==> src/sv/mvna_ram.sv <==
// Generic single-write, single-read RAM with registered read data.
`default_nettype none
module mvna_ram #(
  parameter int WIDTH = 8,
  parameter int DEPTH = 16
) (
  input  logic                     clk,
  input  logic                     we,
  input  logic [$clog2(DEPTH)-1:0] waddr,
  input  logic [WIDTH-1:0]         wdata,
  input  logic [$clog2(DEPTH)-1:0] raddr,
  output logic [WIDTH-1:0]         rdata
);

  logic [WIDTH-1:0] mem [DEPTH];

  always_ff @(posedge clk) begin
    if (we) begin
      mem[waddr] <= wdata;
    end
    rdata <= mem[raddr];
  end

endmodule
`default_nettype wire

==> config.mk <==
export PLATFORM = sky130hd
export DESIGN_NAME = mvna_ram
export DESIGN_NICKNAME = d
export VERILOG_FILES = /design/src/sv/mvna_ram.sv
export SDC_FILE = /design/constraint.sdc
export NUM_CORES = 1
export LEC_CHECK = 0
export ABC_CLOCK_PERIOD_IN_PS = 2500
export BUFFER_PORTS_ARGS = -buffer_cell sky130_fd_sc_hd__buf_2
export CORE_MARGIN = 2
export CORE_UTILIZATION = 60
export DETAILED_ROUTE_END_ITERATION = 10
export HOLD_SLACK_MARGIN = 0.02
export PLACE_DENSITY_LB_ADDON = 0.3
export SLEW_MARGIN = 20
export SYNTH_ARGS = -nofsm -noshare
export SYNTH_HDL_FRONTEND = slang
export SYNTH_SLANG_ARGS = --single-unit
==> constraint.sdc <==
create_clock -name clk -period 2.5 [get_ports clk]
set_clock_uncertainty 0.2 [all_clocks]
set_input_delay 0.5 -clock clk [delete_from_list [all_inputs] [get_ports clk]]
set_output_delay 0.5 -clock clk [all_outputs]
set_load 0.05 [all_outputs]
; After elaboration in Yosys (flattened, before gate mapping)
; Memory sizes are Yosys's and may differ from the RTL's. A register that Yosys moved wholly into a read port is not among the register bits.
; Index checks and enable logic that the tools add are counted.
[op_classes]
mux = 2
[op_table]
columns = operator, n
row1 = two-way mux 1 bit, 2
[totals]
out_inout_bits = 8
elab_cells = 3
in_bits = 18
mem_bits_rw = 128
ff_bits = 0
mem_count = 1
[mem_list]
columns = memory, depth, width, rd, rd_ports_with_merged_regs, write_ports, line
row1 = mem, 16, 8, 1, 1, 1, 15  ; logic [WIDTH-1:0] mem [DEPTH];

; Longest topological paths before layout
[depth]
word_depth = 2
depth_mapped = 5
mapped_depth_nobuf = 3

; Worst setup path before layout
; Ideal clock, no wire load.
[synth_path]
path_kind = input to register
start = input port waddr[2]
end = memory mem[0][0], enable pin
slack_ns = 0.307
required_time_ns = 1.917
t_arrival_ns = 1.610
n_path_buf = 0
setup_ns = 0.383
stages = 2
cell_sequence = or3b_2 -> nor3_1
[synth_lines]
columns = element, line
row1 = from (decl), 9  ; input logic [$clog2(DEPTH)-1:0] waddr,
row2 = to (decl), 15
; No word-level cell before the write port.

; Final worst setup path
[layout_path]
start = register rdata[7], read port of mem
end = output port rdata[7]
[layout_lines]
columns = element, line
row1 = from (decl), 12  ; output logic [WIDTH-1:0] rdata
; No word-level cell between the ends.

==> flow_summary.yaml <==
critical_path:
  arrival_ps: 1100
  path_cells: "buf_2"
  critPathSlowestCell: "dfxtp_1"
  cp-end-kind: "output pin"
  worst-setup-path-type: "register to output pin"
  timing.rr.start: "mem[2][3]$_DFFE_PP_"
  cp.depth: 1
  regToRegEndpoint: "rdata[3]$_DFF_P_"
  crit_path_start_kind: "register"
  crit_family: "flip-flops"
  reg2regPathDepth: 3
  cp.required_ps: 1800
  r2r_setup_slack_ps: 860
  cp.buffers_inverters: 1
  crit_end: "rdata[7]"
  max_stage_delay_ps: 320
  crit_fanout: 1
  critPathLaunch: "rdata[7]$_DFF_P_"
final_layout:
  drive_gt1_share_pct: 32.6
  fillerInstances: 472
  finalCoreUtilization_pct: 74.3
  layout.nets: 303
  fin_cells: 403
  area_growth_pct: 19.2
  n_antenna_cell: 0
placement:
  routabilityCongestion: 0.829
  dp.cells: 371
  port-buffer-count: 25
  hpwl_mm: 5.97
yosys:
  ys_top_cells_by_area: "edfxtp_1 75%, mux4_2 7.9%, mux4_1 7.1%"
  syn_inst: 229
  ys_warn_count: 0
  synth_compound_area_share_pct: 2.33
  synth_commonest_cells: "128 x edfxtp_1, 18 x mux4_2, 16 x a22oi_1"
  synthXorXnorAreaFrac_pct: 0
  ys_dominant_reg_cell: "edfxtp_1"
  synth_nets: 247
  netlist_area_mm2: 0.00515
  synth_edf_count: 128
  synthSimpleGateAreaFrac_pct: 3.18
  yosys.area.top_type: "edfxtp_1"
  synth_seq_area_share_pct: 77.8
  async_reset_ff_share_pct: 0
  synth_most_common_cell: "edfxtp_1"
  postSynthAreaPerCell_um2: 22.5
  synth_seq_cells: 136
  yosysUniqueCellTypes: 19
  synthAdderAreaFrac_pct: 0
  yosysTopAreaCellShare_pct: 74.7
  muxShareOfSynthArea_pct: 15.0
  synth_top_family_by_area: "multiplexers"
global_route:
  grt_max_degree: 33
  grt_pass1_vias: 2675
  grt_overflow_total: 0
  grt_use_total_pct: 22.6
  grt_pass1_wl_mm: 15.0
  grt_antenna_before_repair: 0
pwr:
  clockPowerShare_pct: 47.5
  p_per_area_mw_per_mm2: 886
  p_int_w: 0.00435
  leakagePower_nw: 2.12
  report.power.total_w: 0.00543
  pwr-share-seq_pct: 47.2
  ir_drop_mv: 0.622
  combPwrFrac_pct: 5.3
  swShare_pct: 20.0
  switchingPower_w: 0.00109
clock_tree:
  cts_hold_buf: 0
  clk_path_buf_depth: 2
  insertion_delay_ps: 510
  cts_tree: "done"
  htree_levels: 4
  cts_resized: 0
  cts.clk_slew.worst_paths_ps: 60
  clock_sinks: 136
  root_buffer: "clkbuf_8"
  post_cts_buffers: 0
  numCtsBuffers: 17
timing:
  rsz0062_at_grt: "no"
  timing.hold.ws_ps: 165
  maxSlewViolCount: 0
  clock.fmax_mhz: 556
  slew_headroom_pct: 60.8
  period_share_pct: 72.0
  hold_violations: 0
  setup_violations: 0
  finalSetupTns_ps: 0
  worst_pin_slew_ps: 585
  period_needed_ps: 1800
worst_hold_path:
  whs_path_depth: 1
  hp-class: "input pin to register"
route:
  drc: 0
  ant_nets: 0
  num_vias: 2515
  wirelength_mm: 9.84
  viasPerCell: 6.24
  wl_per_cell_um: 24.4
  dr.pass1.iters: 4
  drt_iter0_markers: 386
die:
  die-height_um: 96.6
  start_util_pct: 62.3
  core_region_area_mm2: 0.00826
  die_area_mm2: 0.00934
  core.rowCount: 33
  io_pins: 26
  die_w_um: 96.6
job:
  cap_violations: 0
run_status:
  status: "completed"
-- stage by stage --
stage	cell area, um^2	worst slack [ps]
floorplan	5150	307
global placement	5510	346
detailed placement	5510	321
CTS	6130	682
global route	6130	650
finish	6130	701
-- routing by layer --
metal  vias to the layer above  share of wire (%)  global-route usage, %
met5                         -                  0                      0
met4                         0                2.6                   11.2
met3                        22                7.2                   6.21
met2                       123                 52                   36.6
met1                      1290                 38                   28.4
li1                       1080                  -                      -
-- final cells by class --
class / count / area (um^2) / share of cell area (%)
clock buffers: 20 / 455 / 7.42
clock inverters: 12 / 171 / 2.79
multi-input cells: 83 / 1060 / 17.2
flip-flops and latches: 136 / 4000 / 65.3
well taps: 105 / 131 / 2.14
repair buffers: 47 / 315 / 5.14
-- worst min-delay path by stage --
| stage | from | to | slack [ps] |
|---|---|---|---|
| global route | wdata[6] | mem[0][6]$_DFFE_PP_ | 160 |
| global placement | mem[11][1]$_DFFE_PP_ | rdata[1]$_DFF_P_ | 450 |
| CTS | wdata[6] | mem[4][6]$_DFFE_PP_ | 150 |
| finish | wdata[6] | mem[7][6]$_DFFE_PP_ | 170 |
| detailed placement | mem[11][4]$_DFFE_PP_ | rdata[4]$_DFF_P_ | 470 |
| floorplan | wdata[0] | mem[0][0]$_DFFE_PP_ | 400 |
-- power by group through the flow --
stage	Clock (W)	Combinational [W]	Sequential [W]
5_1_grt	0.00272	0.000307	0.00257
4_1_cts	0.00261	0.000291	0.00257
3_3_place_gp	0	0.000278	0.00261
6_report	0.00258	0.000289	0.00256
2_1_floorplan	0	0.000129	0.00266
3_5_place_dp	0	0.000287	0.00261
-- flip-flops by register name (all words and copies together), names as in the netlist --
| name | flops |
|---|---|
| rdata | 8 |
| mem | 128 |
-- cells in the final DEF (no fill, tap or decap), types with 2 or more instances in the layout --
cell type   netlist  layout
buf_4             1      20
clkinv_2          0       3
mux4_2           18      18
dfxtp_1           8       8
buf_2             3      25
nand3b_1          2       2
nand2_1           9       9
clkbuf_16         0      16
a22oi_1          16      16
nor3_1            4       4
nor2_1           13      13
nand2b_1          2       2
bufinv_16         0       4
buf_12            0       2
edfxtp_1        128     128
clkbuf_8          0       4
mux4_1           14      14
clkinvlp_4        0       2
-- cells by family after synthesis --
family	after synthesis
flip-flops	136
AND/OR/NAND/NOR	35
multiplexers	32
AO/OA/AOI/OAI	16
buffers and inverters	10
-- worst reg2reg max path, stage by stage, from the launching register on --
cell and delay (ps):
edfxtp_1 400, mux4_1 530, a22oi_1 310, nand2_1 90
No activity file was read; power rests on OpenSTA's default activity.
