--- config.mk ---
export PLATFORM = sky130hd
export DESIGN_NAME = mvna_norm
export DESIGN_NICKNAME = d
export VERILOG_FILES = /design/src/sv/mvna_pkg.sv /design/src/sv/mvna_norm.sv
export SDC_FILE = /design/constraint.sdc
export NUM_CORES = 2
export LEC_CHECK = 0
export BUFFER_PORTS_ARGS = -buffer_cell sky130_fd_sc_hd__buf_2
export CAP_MARGIN = 20
export CORE_MARGIN = 5
export CORE_UTILIZATION = 45
export CTS_CLUSTER_SIZE = 14
export DETAILED_ROUTE_END_ITERATION = 10
export HOLD_SLACK_MARGIN = 0.12
export MAX_ROUTING_LAYER = met4
export PLACE_DENSITY = 0.71
export SLEW_MARGIN = 20
export SYNTH_ARGS = -nofsm -noshare
export SYNTH_HDL_FRONTEND = slang
export SYNTH_SLANG_ARGS = --single-unit
--- constraint.sdc ---
create_clock -name clk -period 35.9 [get_ports clk]
set_input_delay 5.385 -clock clk [delete_from_list [all_inputs] [get_ports clk]]
set_output_delay 5.385 -clock clk [all_outputs]
set_load 0.005 [all_outputs]
--- src/sv/mvna_pkg.sv ---
// Package: constants, types and helpers of the vertex normal accumulator.
`default_nettype none
package mvna_pkg;

  localparam int VERTEX_COUNT = 1024;
  localparam int COORD_BITS   = 24;
  localparam int IDX_W        = $clog2(VERTEX_COUNT);
  localparam int SUM_W        = 56;
  localparam int EDGE_W       = COORD_BITS + 1;
  localparam int PROD_W       = 2 * EDGE_W;
  localparam int CROSS_W      = PROD_W + 1;
  localparam int NORM_BITS    = 30;
  localparam int SQ_W         = 2 * NORM_BITS + 2;
  localparam int RT_W         = 2 * NORM_BITS + 3;
  localparam int R_W          = NORM_BITS + 2;
  localparam int FRAC_W       = 16;
  localparam int Q_W          = 17;
  localparam int NUM_W        = NORM_BITS + FRAC_W + 2;
  localparam int NRM_W        = 16;
  localparam int IN_DATA_W    = 112;
  localparam int OUT_DATA_W   = 48;

  typedef enum logic [1:0] {
    CMD_LOAD = 2'd0,
    CMD_TRI  = 2'd1,
    CMD_READ = 2'd2,
    CMD_NONE = 2'd3
  } cmd_t;

  typedef enum logic [3:0] {
    ST_CLEAR, ST_IDLE, ST_LOAD, ST_SKIP,
    ST_TRA, ST_TRB, ST_TRC, ST_TP2, ST_MUL,
    ST_ARD, ST_AWR, ST_RRD, ST_RGO, ST_RWAIT
  } top_state_t;

  typedef enum logic [2:0] {
    N_IDLE, N_SHIFT, N_SQ, N_SQRT, N_DLD, N_DIV, N_DONE
  } nrm_state_t;

  typedef struct packed {
    logic             done;
    logic             degenerate;
    logic [NRM_W-1:0] nz;
    logic [NRM_W-1:0] ny;
    logic [NRM_W-1:0] nx;
  } nrm_res_t;

  function automatic logic [SUM_W-1:0] sat_add(input logic [SUM_W-1:0]   acc,
                                               input logic [CROSS_W-1:0] add);
    logic [SUM_W:0] s;
    s = {acc[SUM_W-1], acc} + {{(SUM_W+1-CROSS_W){add[CROSS_W-1]}}, add};
    if (s[SUM_W] != s[SUM_W-1]) begin
      sat_add = s[SUM_W] ? {1'b1, {(SUM_W-1){1'b0}}} : {1'b0, {(SUM_W-1){1'b1}}};
    end else begin
      sat_add = s[SUM_W-1:0];
    end
  endfunction

endpackage
`default_nettype wire

--- src/sv/mvna_norm.sv ---
// Iterative normalizer: shift, sum of squares, integer root, Q1.15 divide.
`default_nettype none
module mvna_norm (
  input  logic                        clk,
  input  logic                        rst_n,
  input  logic                        start,
  input  logic [mvna_pkg::SUM_W-1:0]  vx,
  input  logic [mvna_pkg::SUM_W-1:0]  vy,
  input  logic [mvna_pkg::SUM_W-1:0]  vz,
  output mvna_pkg::nrm_res_t          res
);

  localparam int SW = mvna_pkg::SUM_W;
  localparam int NB = mvna_pkg::NORM_BITS;
  localparam int QW = mvna_pkg::Q_W;
  localparam int NW = mvna_pkg::NRM_W;

  mvna_pkg::nrm_state_t st_r, st_nxt;

  logic [SW-1:0]                  a0_r, a1_r, a2_r;
  logic [2:0]                     neg_r;
  logic [1:0]                     sq_cnt_r;
  logic [2*NB-1:0]                prod_r;
  logic [mvna_pkg::SQ_W-1:0]      ss_r;
  logic [mvna_pkg::RT_W-1:0]      x_r, root_r, bit_r;
  logic [mvna_pkg::R_W-1:0]       r_r;
  logic [1:0]                     comp_r;
  logic [4:0]                     step_r;
  logic [mvna_pkg::R_W:0]         rem_r;
  logic [QW-1:0]                  nb_r, q_r;
  logic [NW-1:0]                  nx_r, ny_r, nz_r;
  logic                           degen_r;

  logic [SW-1:0]                  or_w;
  logic [mvna_pkg::RT_W-1:0]      trial, x_nxt, root_nxt;
  logic [mvna_pkg::NUM_W-1:0]     num;
  logic [mvna_pkg::R_W+1:0]       t_w, d_w, t_sub;
  logic                           ge;
  logic [QW-1:0]                  q_fin;
  logic [NW-1:0]                  q_sat, q_sgn;

  assign or_w = a0_r | a1_r | a2_r;

  always_comb begin
    trial = root_r + bit_r;
    if (x_r >= trial) begin
      x_nxt    = x_r - trial;
      root_nxt = (root_r >> 1) + bit_r;
    end else begin
      x_nxt    = x_r;
      root_nxt = root_r >> 1;
    end
  end

  always_comb begin
    num   = {2'b00, a0_r[NB-1:0], {mvna_pkg::FRAC_W{1'b0}}} + {{(mvna_pkg::NUM_W -
             mvna_pkg::R_W){1'b0}}, r_r};
    t_w   = {rem_r, nb_r[QW-1]};
    d_w   = {1'b0, r_r, 1'b0};
    ge    = (t_w >= d_w);
    t_sub = t_w - d_w;
    q_fin = {q_r[QW-2:0], ge};
    q_sat = (q_fin > {2'b00, {(QW-2){1'b1}}}) ? {1'b0, {(NW-1){1'b1}}} : q_fin[NW-1:0];
    q_sgn = neg_r[0] ? (~q_sat + 1'b1) : q_sat;
  end

  always_comb begin
    st_nxt = st_r;
    unique case (st_r)
      mvna_pkg::N_IDLE, mvna_pkg::N_DONE: if (start) st_nxt = mvna_pkg::N_SHIFT;
      mvna_pkg::N_SHIFT: begin
        if (or_w == '0) st_nxt = mvna_pkg::N_DONE;
        else if (!(|or_w[SW-1:NB])) st_nxt = mvna_pkg::N_SQ;
      end
      mvna_pkg::N_SQ:   if (sq_cnt_r == 2'd3) st_nxt = mvna_pkg::N_SQRT;
      mvna_pkg::N_SQRT: if (bit_r[0]) st_nxt = mvna_pkg::N_DLD;
      mvna_pkg::N_DLD:  st_nxt = mvna_pkg::N_DIV;
      mvna_pkg::N_DIV: begin
        if (step_r == 5'(QW - 1)) begin
          st_nxt = (comp_r == 2'd2) ? mvna_pkg::N_DONE : mvna_pkg::N_DLD;
        end
      end
      default: st_nxt = mvna_pkg::N_IDLE;
    endcase
  end

  always_comb begin
    res.done       = (st_r == mvna_pkg::N_DONE);
    res.degenerate = degen_r;
    res.nx         = nx_r;
    res.ny         = ny_r;
    res.nz         = nz_r;
  end

  always_ff @(posedge clk) begin
    if (!rst_n) begin
      st_r <= mvna_pkg::N_IDLE;
    end else begin
      st_r <= st_nxt;
    end
  end

  always_ff @(posedge clk) begin
    case (st_r)
      mvna_pkg::N_IDLE, mvna_pkg::N_DONE: begin
        if (start) begin
          a0_r    <= vx[SW-1] ? (~vx + 1'b1) : vx;
          a1_r    <= vy[SW-1] ? (~vy + 1'b1) : vy;
          a2_r    <= vz[SW-1] ? (~vz + 1'b1) : vz;
          neg_r   <= {vz[SW-1], vy[SW-1], vx[SW-1]};
          sq_cnt_r <= '0;
          ss_r    <= '0;
          comp_r  <= '0;
        end
      end
      mvna_pkg::N_SHIFT: begin
        if (or_w == '0) begin
          nx_r    <= '0;
          ny_r    <= '0;
          nz_r    <= '0;
          degen_r <= 1'b1;
        end else if (|or_w[SW-1:NB]) begin
          a0_r <= a0_r >> 1;
          a1_r <= a1_r >> 1;
          a2_r <= a2_r >> 1;
        end
      end
      mvna_pkg::N_SQ: begin
        sq_cnt_r <= sq_cnt_r + 1'b1;
        if (sq_cnt_r != 2'd3) begin
          prod_r <= a0_r[NB-1:0] * a0_r[NB-1:0];
          a0_r   <= a1_r;
          a1_r   <= a2_r;
          a2_r   <= a0_r;
          neg_r  <= {neg_r[0], neg_r[2:1]};
        end
        if (sq_cnt_r != 2'd0) begin
          ss_r <= ss_r + {2'b00, prod_r};
        end
        if (sq_cnt_r == 2'd3) begin
          x_r    <= {1'b0, ss_r + {2'b00, prod_r}};
          root_r <= '0;
          bit_r  <= {1'b1, {(mvna_pkg::RT_W-1){1'b0}}};
        end
      end
      mvna_pkg::N_SQRT: begin
        x_r    <= x_nxt;
        root_r <= root_nxt;
        bit_r  <= bit_r >> 2;
        if (bit_r[0]) begin
          r_r <= (root_nxt == '0) ? mvna_pkg::R_W'(1) : root_nxt[mvna_pkg::R_W-1:0];
        end
      end
      mvna_pkg::N_DLD: begin
        rem_r  <= {2'b00, num[mvna_pkg::NUM_W-1:QW]};
        nb_r   <= num[QW-1:0];
        q_r    <= '0;
        step_r <= '0;
      end
      mvna_pkg::N_DIV: begin
        rem_r  <= ge ? t_sub[mvna_pkg::R_W:0] : t_w[mvna_pkg::R_W:0];
        nb_r   <= nb_r << 1;
        q_r    <= q_fin;
        step_r <= step_r + 1'b1;
        if (step_r == 5'(QW - 1)) begin
          nx_r    <= ny_r;
          ny_r    <= nz_r;
          nz_r    <= q_sgn;
          degen_r <= 1'b0;
          a0_r    <= a1_r;
          a1_r    <= a2_r;
          a2_r    <= a0_r;
          neg_r   <= {neg_r[0], neg_r[2:1]};
          comp_r  <= comp_r + 1'b1;
        end
      end
      default: ;
    endcase
  end

endmodule
`default_nettype wire

Word level (Yosys, flattened, before mapping)
Index checks and enable logic that the tools add are counted.
Word-level totals
  logic and storage cells: 154
  memories kept: 0
  memory bits (writable): 0
  output and inout port bits: 50
  memory bits (read-only): 0
  bits in latches: 0
  input port bits: 171
  flip-flop bits (word level): 641
Operators by class
  bitwise logic cells: 6
  divide/modulo/power cells: 0
  muxes and demuxes: 65
  $lt $le $gt $ge: 3
  reduce and logical (&&, ||, !) cells: 24
  equal/unequal tests: 21
  add/subtract/negate cells: 13
  multipliers: 1
  shifts and indexed selects: 0
Operators with widths (number)
  56-bit two-way mux: 18
  56-bit one-hot mux with 4 select lines: 3
  63-bit one-hot mux with 2 select lines: 3
  63-bit two-way mux: 5
  56-bit by 1-bit adder with 56-bit output, second input constant: 3
  56-bit NOT: 3
  16-bit one-hot mux with 2 select lines: 4
  62-bit two-way mux: 2
  62-bit one-hot mux with 2 select lines: 1
  56-bit OR: 2
  16-bit two-way mux: 6
  33-bit one-hot mux with 2 select lines: 1
  62-bit by 63-bit adder with 63-bit output: 1
  63-bit adder: 1
  63-bit greater-or-equal comparator: 1
  63-bit zero test: 1
  63-bit subtractor: 1
  62-bit by 60-bit adder with 62-bit output: 1
  30-bit by 30-bit multiplier with 60-bit output: 1
  56-bit zero test: 1
  46-bit by 32-bit adder with 47-bit output: 1
  34-bit by 33-bit greater-or-equal comparator with 1-bit output: 1
  17-bit one-hot mux with 2 select lines: 1
  33-bit two-way mux: 1
  32 further kinds: 70

Depth between registers and ports, before layout
  depth in word-level cells: 8
  depth in mapped cells: 34
  mapped depth without buffers: 32

Worst setup path after synthesis
No wires, ideal clock.
  path kind: input-to-reg
  start: input port start
  end: register a0_r[0], enable pin
  path slack: 17.093 ns
  data required time: 34.947 ns
  arrival: 17.854 ns
  buffers on the path: 0
  setup time: 0.953 ns
  stages: 4
  cell sequence: nor2b_1 -> a21oi_1 -> or2_2 -> a21boi_0
On the way
  word-level cells in the longest chain between the ends: 2
Ends and longest elaborated chain
  from (decl): line mvna_norm.sv:6  | input logic start,
  2-bit != test (no source line)
  6-bit AND reduction (no source line)
  to (signal assigned): line mvna_norm.sv:107  | a0_r <= vx[SW-1] ? (~vx + 1'b1) : vx;
  to (signal assigned): line mvna_norm.sv:123  | a0_r <= a0_r >> 1;
  to (signal assigned): line mvna_norm.sv:132  | a0_r <= a1_r;
  to (decl): line mvna_norm.sv:20  | logic [SW-1:0] a0_r, a1_r, a2_r;
Every way passes these cells.
A chain may end at the register's enable or synchronous reset.

Final worst setup path
  start: register a0_r[17]
  end: register prod_r[58], data pin
On the way
  word-level cells in the longest chain between the ends: 1
Ends and longest elaborated chain
  30-bit by 30-bit multiplier with 60-bit output: line mvna_norm.sv:131  | prod_r <= a0_r[NB-1:0] * a0_r[NB-1:0];
  to (signal assigned): line mvna_norm.sv:131
  to (decl): line mvna_norm.sv:23  | logic [2*NB-1:0] prod_r;
Every way passes these cells.

==> results.md <==
* Vias in the first global route at about 54000
* Number of synthesized flops with an enable pin at roughly 610
* Hold Crit Class: reg -> reg
* Hold Violations, Final at 0
* DRT iter0 DRCs at 4870
* Cells after Synth at a little over 7000
* Drt via density at about 5.7
* I/O Pins at 221
* Clock buffer depth at 3
* Run status: finished, final reports clean
* Crit path kind: reg -> reg
* F_max at a little under 100 MHz
* Syn avg cell area at between 9 and 10 um^2
* Inst Count DP at 9176
* GRT Total Usage at 0.261
* DIE AREA at between 150000 and 200000 um^2
* Critical path's most frequent cell: fa_1
* Placement Rows at approximately 140
* Max_slew headroom at 0.276
* Post-Syn Area at 68100 um^2
* Ys Warns at 0
* DP Wirelength at 159000 um
* Hold buffer count at CTS at 0
* NumNets Final at ~8600
* Core ar. at about 150000 um^2
* I/O Buffers at 220
* Post-Layout Cell Count at between 9000 and 10000
* Setup ws final at 25820 ps
* Yosys top cell area share at 0.267
* Final wirelength at 203000 um
* Root Buffer: clkbuf_16
* Routed vias at ~53000
* Setup TNS at 0 ps
* Crit-path max FO at 21
* Post-CTS setup repair buffer count at 0
* Worst-skew pair later-pin latency at a little under 700 ps
* Worst slack at placement at about 26000 ps
* Primary FF master, synth: edfxtp_1
* RePlAce Congestion at approximately 0.94
* FF-to-FF Start: a0_r[17]$_DFFE_PP_
* Wire per inst at roughly 22 um
* Max Cap Violations at 0
* Worst path max stage delay at slightly above 800 ps
* Final Max Tran Viols at 0
* Top post-synthesis cells by area: edfxtp_1, fa_1, ha_1
* Chip width at about 400 um
* Largest net degree at the start of global routing at ~170
* Die height at between 300 and 400 um
* Post-DRT Antenna Nets at 0
* CP required at approximately 36000 ps
* Post-CTS Resized at 0
* First-pass GRT wire length at around 320000 um
* Cell accounting for the most synthesized area: edfxtp_1
* Grt total ovfl at 0
* CP Launch Type: flip-flop
* Worst hold start: nb_r[10]$_DFFE_PN_
* Critical Path Start: a0_r[17]$_DFFE_PP_
* Count leader, synth: inv_1
* Post-route DRC at 0
* First-pass DRT Iterations at 8
* FFs w/ async S/R, synth at 0
* RSZ-0062 raised after global routing: false
* Slowest cell on crit path: edfxtp_1
* Crit. End Element: flip-flop
* Setup-failing EPs final at 0
* Area Overhead vs Synth at 7.98%
* Sequential share of the synthesized area at 0.268
* Synthesized Nets at about 8600
* Clock tree from TritonCTS: done
* Final min period at a little over 10000 ps
* Top cell types by occurrence after synthesis: inv_1, fa_1, edfxtp_1
* TritonCTS Buffers at 72
* Initial Util at 0.454
* #FFs+latches synth at approximately 610
* Share of cells above drive strength 1 at 0.0665
* CTS H-tree depth at 3
* Clock-pin slew on the worst setup and hold paths at approximately 60 ps
* Post-synthesis cell type count at 84
* Initial antenna violation count at 20
* Clock Skew at 22.9 ps
* WP data arrival at approximately 10000 ps
* Clock sink count at approximately 600
* Actual slew at the worst max-slew pin at 1090 ps
* Fin crit share at 0.281
## flip-flops by register name (all words and copies together), names as in the netlist, 17 cells and up
signal,flops
a1_r,56
prod_r,59
x_r,63
a2_r,56
ss_r,62
root_r,63
bit_r,32
rem_r,33
r_r,32
a0_r,56
nb_r,17
## final timing paths
kind	slack (ps)	cells past startpoint	to
worst max-delay path	25820	29	prod_r[58]$_DFFE_PP_
worst min register to register	520	2	nb_r[11]$_DFFE_PN_
worst min-delay path	520	2	nb_r[11]$_DFFE_PN_
worst max register to register	25820	29	prod_r[58]$_DFFE_PP_
## area by class of cell
| cell class | instances | area [um^2] |
|---|---|---|
| fill | 13800 | 76600 |
| multi-input combinational | 5194 | 44800 |
| timing repair buffer | 280 | 1580 |
| clock buffer | 86 | 1920 |
| tap | 2016 | 2520 |
| inverter | 1078 | 4050 |
| clock inverter | 42 | 355 |
| sequential | 609 | 18300 |
| antenna | 21 | 52.6 |
## cell families (layout without fill, tap and decap cells)
kind of cell	Yosys count	in the layout	share of synthesized area
simple gates	1905	1905	0.140
fa+ha+maj	1217	1217	0.301
flops	609	609	0.268
other cells	0	21	0
compound gates	1498	1498	0.140
buf+inv	1378	1486	0.0760
mux	53	53	0.00790
xor+xnor	521	521	0.0670
## cells in the final DEF (no fill, tap or decap), types with 30 or more instances in the layout
master,synthesis,routed
o41ai_1,33,33
o21a_1,30,30
or4_1,34,34
a22oi_1,167,167
o31ai_1,65,65
or3_1,46,46
inv_1,1072,1070
nand2_1,562,557
buf_4,1,58
nor2b_1,56,55
nand4_1,60,60
o21ai_0,465,464
buf_2,0,220
fa_1,708,708
a21oi_1,272,271
mux2i_1,47,47
nor3_1,76,76
xor2_1,287,287
a21o_1,133,133
ha_1,509,509
xnor2_1,234,234
a31oi_1,81,81
edfxtp_1,606,606
clkbuf_16,0,75
nand2b_1,58,58
and3_1,78,77
a31o_2,31,31
and2_1,294,294
nor4_1,71,69
nor2_1,405,400
nand3_1,85,85
o21bai_1,51,50
## metal layers
layer	GRT usage	vias up	wire length [um]
met2	0.416	2039	94800
met1	0.336	26200	84800
li1	-	24600	-
met4	0.0987	0	9360
met5	-	-	0
met3	0.0438	414	14400
## worst max-delay path: cells and delay by family (launching register included)
| family | cells | cell delay (ps) |
|---|---|---|
| XOR/XNOR | 1 | 170 |
| flip-flops | 1 | 810 |
| adder cells (fa/ha/maj) | 9 | 4370 |
| AND/OR/NAND/NOR | 2 | 250 |
| AO/OA/AOI/OAI | 11 | 3400 |
| buffers and inverters | 6 | 730 |
## metrics by stage
step                      instance area, um^2   util  hold slack, ps
final                                   73600  0.490             523
after global placement                  71200  0.474             501
after global routing                    73600  0.490             554
after floorplan                         68100      -             484
after CTS                               73500  0.490             526
after detailed placement                71200  0.474             511
Power is not shown: default switching activity piles up to over one toggle a cycle in this logic, so the estimate is an artifact.
